<file path="src/rtl/core/mwo_pkg.sv">
// Package for the multiphase wave oscillator core.
// Holds the shared widths, shape codes, state types, request/response structs
// and the sine and cosine polynomial coefficient table. No dependencies.
package mwo_pkg;

  localparam int PHASE_BITS_DEF      = 32;
  localparam int LEVEL_FRAC_BITS_DEF = 12;

  localparam int STEP_W      = 32;
  localparam int SHIFT_W     = 20;
  localparam int NUM_SHIFT   = 4;
  localparam int CH_W        = 5;
  localparam int LEVEL_W     = 16;
  localparam int SHAPE_W     = 3;
  localparam int U_W         = 32;
  localparam int IN_TDATA_W  = 112;
  localparam int OUT_TDATA_W = 24;

  localparam logic [CH_W-1:0] LAST_CH = 5'd19;

  // Shared multiplier: signed coefficient side times unsigned magnitude side.
  localparam int MUL_A_W = 36;
  localparam int MUL_B_W = 30;
  localparam int PROD_W  = MUL_A_W + MUL_B_W + 1;
  localparam int Z_W     = 27;
  localparam int VAL_W   = 40;

  localparam logic [2:0] COS_ORDER = 3'd4;
  localparam logic [2:0] SIN_ORDER = 3'd3;

  typedef logic [SHAPE_W-1:0] shape_t;

  localparam shape_t SHAPE_SINE   = 3'd0;
  localparam shape_t SHAPE_TRI    = 3'd1;
  localparam shape_t SHAPE_SAW    = 3'd2;
  localparam shape_t SHAPE_SQUARE = 3'd3;
  localparam shape_t SHAPE_RECT   = 3'd4;

  typedef enum logic [1:0] {
    CS_IDLE,
    CS_LOAD,
    CS_RUN,
    CS_EMIT
  } core_state_t;

  typedef enum logic [3:0] {
    SH_IDLE,
    SH_OCT,
    SH_SQ,
    SH_Z,
    SH_MUL,
    SH_ADD,
    SH_MULA,
    SH_SINA,
    SH_POST,
    SH_LIN,
    SH_ROUND
  } shp_state_t;

  typedef struct packed {
    logic           start;
    logic [U_W-1:0] u;
    shape_t         shape;
  } shp_req_t;

  typedef struct packed {
    logic               done;
    logic [LEVEL_W-1:0] level;
  } shp_rsp_t;

  // Horner coefficients in Q24, highest order first.
  function automatic logic signed [MUL_A_W-1:0] poly_coef(input logic       is_cos,
                                                          input logic [2:0] idx);
    logic signed [MUL_A_W-1:0] k;
    k = '0;
    if (is_cos) begin
      case (idx)
        3'd0:    k = 36'sd5053686806;
        3'd1:    k = -36'sd7168636974;
        3'd2:    k = 36'sd5447511202;
        3'd3:    k = -36'sd1655844849;
        3'd4:    k = 36'sd83886080;
        default: k = '0;
      endcase
    end else begin
      case (idx)
        3'd0:    k = -36'sd6434553888;
        3'd1:    k = 36'sd6845544469;
        3'd2:    k = -36'sd3467993341;
        3'd3:    k = 36'sd527071788;
        default: k = '0;
      endcase
    end
    return k;
  endfunction

endpackage

</file>
<file path="src/rtl/core/mwo_phase.sv">
// Phase accumulator and per-channel phase selection.
// Holds the accumulator and the four user shifts of the current item; gives the
// 32-bit cycle fraction of the selected channel. Depends on mwo_pkg.
module mwo_phase #(
  parameter int PHASE_BITS = mwo_pkg::PHASE_BITS_DEF
) (
  input  logic                                             clk,
  input  logic                                             rst_n,
  input  logic                                             load,
  input  logic [mwo_pkg::STEP_W-1:0]                       phase_step,
  input  logic [mwo_pkg::NUM_SHIFT*mwo_pkg::SHIFT_W-1:0]   shifts,
  input  logic [mwo_pkg::CH_W-1:0]                         ch,
  output logic [mwo_pkg::U_W-1:0]                          u
);
  import mwo_pkg::*;

  localparam logic [63:0] ONE   = 64'd1 << PHASE_BITS;
  localparam logic [PHASE_BITS-1:0] OFF12 = PHASE_BITS'((ONE + 64'd6) / 64'd12);
  localparam logic [PHASE_BITS-1:0] OFF8  = PHASE_BITS'(ONE >> 3);
  localparam logic [PHASE_BITS-1:0] OFF6  = PHASE_BITS'((ONE + 64'd3) / 64'd6);
  localparam int SHW = PHASE_BITS + 4;

  logic [PHASE_BITS-1:0]    acc_r;
  logic [SHIFT_W-1:0]       shift_r [NUM_SHIFT];
  logic [PHASE_BITS-1:0]    off;
  logic [PHASE_BITS-1:0]    quarter;
  logic [SHW-1:0]           sh_wide;
  logic [PHASE_BITS-1:0]    p;
  logic [PHASE_BITS+15:0]   p_ext;

  always_ff @(posedge clk) begin
    if (!rst_n) begin
      acc_r <= '0;
    end else if (load) begin
      acc_r <= acc_r + PHASE_BITS'(phase_step);
    end
  end

  always_ff @(posedge clk) begin
    if (load) begin
      for (int i = 0; i < NUM_SHIFT; i++) begin
        shift_r[i] <= shifts[i*SHIFT_W +: SHIFT_W];
      end
    end
  end

  always_comb begin
    case (ch[1:0])
      2'd0:    off = '0;
      2'd1:    off = OFF12;
      2'd2:    off = OFF8;
      2'd3:    off = OFF6;
      default: off = '0;
    endcase
    // The quarter-cycle group only touches the top two phase bits.
    quarter = {ch[3:2], {(PHASE_BITS-2){1'b0}}};
    // User shifts have 16 fractional bits and wrap modulo one cycle.
    sh_wide = SHW'(shift_r[ch[1:0]]) << (PHASE_BITS - 16);
    if (ch[4]) begin
      p = acc_r + sh_wide[PHASE_BITS-1:0];
    end else begin
      p = acc_r + off + quarter;
    end
    p_ext = {p, 16'h0000};
    u     = p_ext[PHASE_BITS+15 -: U_W];
  end

endmodule

</file>
<file path="config.mk">
export PLATFORM = sky130hd
export DESIGN_NAME = mwo_phase
export DESIGN_NICKNAME = d
export VERILOG_FILES = /design/src/rtl/core/mwo_pkg.sv /design/src/rtl/core/mwo_phase.sv
export SDC_FILE = /design/constraint.sdc
export NUM_CORES = 1
export LEC_CHECK = 0
export BUFFER_PORTS_ARGS = -buffer_cell sky130_fd_sc_hd__buf_2
export CAP_MARGIN = 10
export CORE_UTILIZATION = 55
export CTS_CLUSTER_SIZE = 24
export DETAILED_ROUTE_END_ITERATION = 10
export HOLD_SLACK_MARGIN = 0.02
export PLACE_DENSITY = 0.89
export SLEW_MARGIN = 10
export SYNTH_ARGS = -nofsm -noshare
export SYNTH_HDL_FRONTEND = slang
export SYNTH_SLANG_ARGS = --single-unit
</file>
<file path="constraint.sdc">
create_clock -name clk -period 7.25 [get_ports clk]
set_clock_uncertainty 0.05 [all_clocks]
set_input_delay 1.45 -clock clk [delete_from_list [all_inputs] [get_ports clk]]
set_output_delay 1.45 -clock clk [all_outputs]
set_load 0.02 [all_outputs]
</file>
After elaboration in Yosys (flattened, before gate mapping)
Memories as Yosys holds them, arrays and structs flattened.
Index checks and enable logic that the tools add are counted.
{ "totals": {"reg_bits": 32, "latchBits": 0, "ramBits": 80, "romBits": 0, "input_bits": 120, "output_inout_bits": 32, "n_memories": 1} }
{ "op_classes": {"n_addsub": 4, "multipliers": 0, "div_mod_pow": 0, "order_cmp": 0, "n_eq_ne": 3, "n_shift": 0, "mux": 4, "bitwise_logic": 0, "reduce_logical": 1} }
{ "mem_list": {"columns": ["name", "depth", "width", "read_ports", "rd_ports_with_merged_regs", "write_ports", "line_no", "text"], "rows": [
  ["shift_r", 4, 20, 1, 0, 4, "mwo_phase.sv:24", "logic [SHIFT_W-1:0] shift_r [NUM_SHIFT];"]
]} }
{ "op_table": {"columns": ["op", "n"], "rows": [
  ["32-bit adder", 4],
  ["32-bit one-hot mux with 4 select lines", 1],
  ["32-bit 2-to-1 mux", 1],
  ["2-bit == test, second input constant", 2],
  ["2-bit by 1-bit == test with 1-bit output, second input constant", 1],
  ["2-bit zero test", 1],
  ["1-bit 2-to-1 mux", 2]
]} }

Logic depth before layout (Yosys ltp)
{ "logic_depth": {"ltp_word": 5, "mapped_depth": 19, "depth_no_buf": 13} }

Worst setup path before layout
No wires, ideal clock.
{ "synth_path": {"kind": "input port to output port", "from": "input ch[0] (netlist bit)", "to": "output u[30] (netlist bit)", "arrival_time_ns": 5.558, "slack_ns": 0.192, "stages": 19, "cell_sequence": "buf_4 -> buf_2 -> buf_2 -> clkbuf_1 -> buf_2 -> buf_2 -> mux4_2 -> ha_1 -> inv_1 -> fa_1 -> nor2b_1 -> o21ai_0 -> a21boi_0 -> o21ai_0 -> a21oi_1 -> a221oi_1 -> o21ai_0 -> mux2i_1 -> nor3_1"} }
{ "synth_between": {"elab_chain_len": 5, "word_cells_on_any_way": 10, "classes_between": "3 x add/sub; 3 x eq/ne; 2 x mux; 1 x reduce/logical; 1 x memory"} }
{ "synth_lines": {"columns": ["item", "line_no", "text"], "rows": [
  ["start: declaration", "mwo_phase.sv:12", "input logic [mwo_pkg::CH_W-1:0] ch,"],
  ["2-bit == test (tied with other cells)", "mwo_phase.sv:48", "case (ch[1:0])"],
  ["32-bit one-hot mux with 4 select lines", "mwo_phase.sv:48", null],
  ["32-bit adder (2 in series)", "mwo_phase.sv:62", "p = acc_r + off + quarter;"],
  ["32-bit 2-to-1 mux *", "mwo_phase.sv:59", "if (ch[4]) begin"],
  ["end: declaration", "mwo_phase.sv:13", "output logic [mwo_pkg::U_W-1:0] u"]
]} }
Mark *: on every way between the ends. The rest lies on a longest branch, timed or not. The select of a mux whose other input is x is not followed.

Final worst setup path
Same ends and word-level chain as after synthesis.

==> flow_metrics.env <==
export IMPL_holdBufCountCts=0
export IMPL_layout_drive_gt1_share_pct=18.3
export IMPL_ff2ff_setup_slack_ns=3.70
export IMPL_min_to="acc_r[31]"
export IMPL_clock_path_buffers=2
export IMPL_crit_required_ns=5.75
export IMPL_critPathKind="in2out"
export IMPL_avgSynthCellArea_um2=8.60
export IMPL_fillers=1260
export IMPL_die_x_um=128
export IMPL_synth_most_common_cell="nand2_1"
export IMPL_coreArea_mm2=0.0153
export IMPL_dieArea_mm2=0.0163
export IMPL_grt_max_degree=56
export IMPL_numCtsBuffers=9
export IMPL_place_congestion=0.943
export IMPL_grt_pass1_wl_um=37500
export IMPL_ios=152
export IMPL_synth_warnings=0
export IMPL_slew_violations=0
export IMPL_hp_class="reg2reg"
export IMPL_worst_slew_pin_slew_ns=0.987
export IMPL_design_area_mm2=0.00975
export IMPL_wl_um=23700
export IMPL_path_max_fanout=21
export IMPL_dp_cells=1293
export IMPL_grt_overflow_total=0
export IMPL_cts_tree="built"
export IMPL_first_global_vias=7588
export IMPL_synth_distinct_cells=82
export IMPL_setup_viol=0
export IMPL_grt_usage_pct=29.3
export IMPL_r2r_end="acc_r[30]"
export IMPL_numPortBuffers=135
export IMPL_instances_no_fill=1309
export IMPL_min_from="acc_r[31]"
export IMPL_synth_top_area_cell="edfxtp_1"
export IMPL_leakagePower_uw=0.00404
export IMPL_max_slew_margin_pct=34.2
export IMPL_drt_iter0_markers=896
export IMPL_antenna_found_initial=0
export IMPL_period_needed_ns=6.74
export IMPL_finalHoldViolations=0
export IMPL_dr_pass1_iters=6
export IMPL_synth_nets=1183
export IMPL_max_vdd_ir_drop_v=0.000204
export IMPL_synth_top_area_share_pct=22.1
export IMPL_worstSetupStartpointType="input pin"
export IMPL_outcome="complete, no violations"
export IMPL_post_cts_buffers=0
export IMPL_tns_ns=0
export IMPL_cts_sinks=96
export IMPL_power_density_mw_per_mm2=238
export IMPL_num_vias=8314
export IMPL_synth_edff_count=64
export IMPL_vias_per_cell=6.35
export IMPL_synthToLayoutAreaGrowth_pct=12.1
export IMPL_reg2reg_depth=10
export IMPL_max_cap_viol_count=0
export IMPL_rows=45
export IMPL_arrival_ns=5.24
export IMPL_regArea_mm2=0.00256
export IMPL_multiInputGateArea_mm2=0.00572
export IMPL_placed_area_mm2=0.00943
export IMPL_diodes=0
export IMPL_worstReg2RegStart="acc_r[4]"
export IMPL_start_util_pct=56.8
export IMPL_dpl_hpwl_um=17400
export IMPL_synthFlopType="edfxtp_1"
export IMPL_synthCells=1011
export IMPL_clock_fmax_mhz=148
export IMPL_syn_area_mm2=0.00870
export IMPL_final_antenna_net_count=0
export IMPL_cp_end_kind="primary output"
export IMPL_rsz0062_at_grt="no"
export IMPL_cts_resized=0
export IMPL_utilization_pct=63.7
export IMPL_die_height_um=128
export IMPL_synth_seq_area_share_pct=29.5
export IMPL_drc_errors=0
export IMPL_root_buffer="clkbuf_16"
export IMPL_htreeDepth=3
export IMPL_ys_top_cells_by_count="87 x nand2_1, 76 x nor2_1, 72 x o21ai_0, 71 x a21oi_1, 64 x edfxtp_1"
export IMPL_synth_area_top_cells="edfxtp_1 22%, dfxtp_1 7.4%, ha_1 7.2%"
export IMPL_nNetsFinal=1265
export IMPL_hold_ws_ns=0.470
export IMPL_clkTransAtPathRegs_ns=0.06
export IMPL_wl_per_cell_um=18.1
export IMPL_holdPathStages=2
export IMPL_synth_seq_cells=96
export IMPL_finalCritPeriodShare_pct=93.0
export IMPL_async_flop_share_pct=0
export IMPL_clk_latency_ns=0.36
## per-layer routing
metal | share of wire [%] | vias to the layer above | global-route usage, %
li1 | - | 3932 | -
met4 | 4.0 | 0 | 14.7
met1 | 40 | 3838 | 36.2
met2 | 47 | 458 | 48.1
met3 | 8.8 | 86 | 6.80
met5 | 0 | - | 0
## where the power goes
part / switching [uW] / internal, uW
Sequential: 145 / 649
Clock: 206 / 303
Combinational: 582 / 433
## area by class of cell
cell class                      instances  area share (%)
Multi-Input combinational cell        809            58.7
Sequential cell                        96            26.3
Timing Repair Buffer                  148            7.96
Tap cell                              211            2.71
Clock buffer                            9            2.31
Inverter                               29            1.12
Clock inverter                          7           0.963
## cells in the final DEF, fill, tap and decap left out, drive strengths merged, types with 7 or more instances in the layout
master / Yosys / layout
and3: 9 / 9
edfxtp: 64 / 64
a21oi: 72 / 72
clkbuf: 55 / 9
nand4: 8 / 8
a21o: 35 / 35
buf: 22 / 148
a31oi: 17 / 17
nor2b: 16 / 16
nand2: 87 / 87
nand3: 25 / 25
a22o: 7 / 7
inv: 28 / 30
a22oi: 11 / 11
ha: 50 / 50
dfxtp: 32 / 32
nand2b: 13 / 13
xnor2: 60 / 60
xor2: 23 / 23
and2: 10 / 10
a211oi: 9 / 9
nand3b: 8 / 8
nor3: 19 / 19
mux4: 16 / 16
nor2: 76 / 76
o22ai: 16 / 16
o21ai: 75 / 75
o211ai: 13 / 13
mux2i: 28 / 28
## state kept, by name (all words and copies together) (netlist names)
signal / count
acc_r: 32
shift_r: 64
## cells by family (layout without fill, tap and decap cells)
logic type | after synthesis | in the layout | synth area share, %
adder cells (fa/ha/maj) | 52 | 52 | 7.65
buffers and inverters | 106 | 193 | 4.78
AND/OR/NAND/NOR | 305 | 305 | 17.4
XOR/XNOR | 83 | 83 | 8.36
AO/OA/AOI/OAI | 319 | 319 | 24.1
multiplexers | 50 | 50 | 8.19
flip-flops | 96 | 96 | 29.5
## how the worst max path moves through the flow
stage / endpoint / start / slack, ns
final: u[30] / ch[0] / 0.51
after detailed placement: u[30] / ch[0] / 0.69
after global placement: u[24] / ch[0] / 0.73
after floorplan: u[30] / ch[0] / 0.19
after global routing: u[30] / ch[0] / 0.30
after CTS: u[30] / ch[0] / 0.59
## worst max-delay path, stage by stage
cell      delay [ns]
buf_2           0.45
mux4_2          0.61
ha_1            0.22
inv_1           0.07
fa_1            0.20
nor2b_1         0.06
o21ai_0         0.20
a21boi_0        0.12
o21ai_0         0.24
a21oi_1         0.14
a221oi_1        0.58
o21ai_0         0.26
mux2i_1         0.18
nor3_1          0.25
buf_2           0.21
## metrics by stage
step                total power (uW)  setup slack, ns
finish                          2320            0.507
global route                    2450            0.295
CTS                             2300            0.593
detailed placement              1790            0.694
global placement                1750            0.730
floorplan                       1520            0.192
Power figures use the tool's default switching activity.
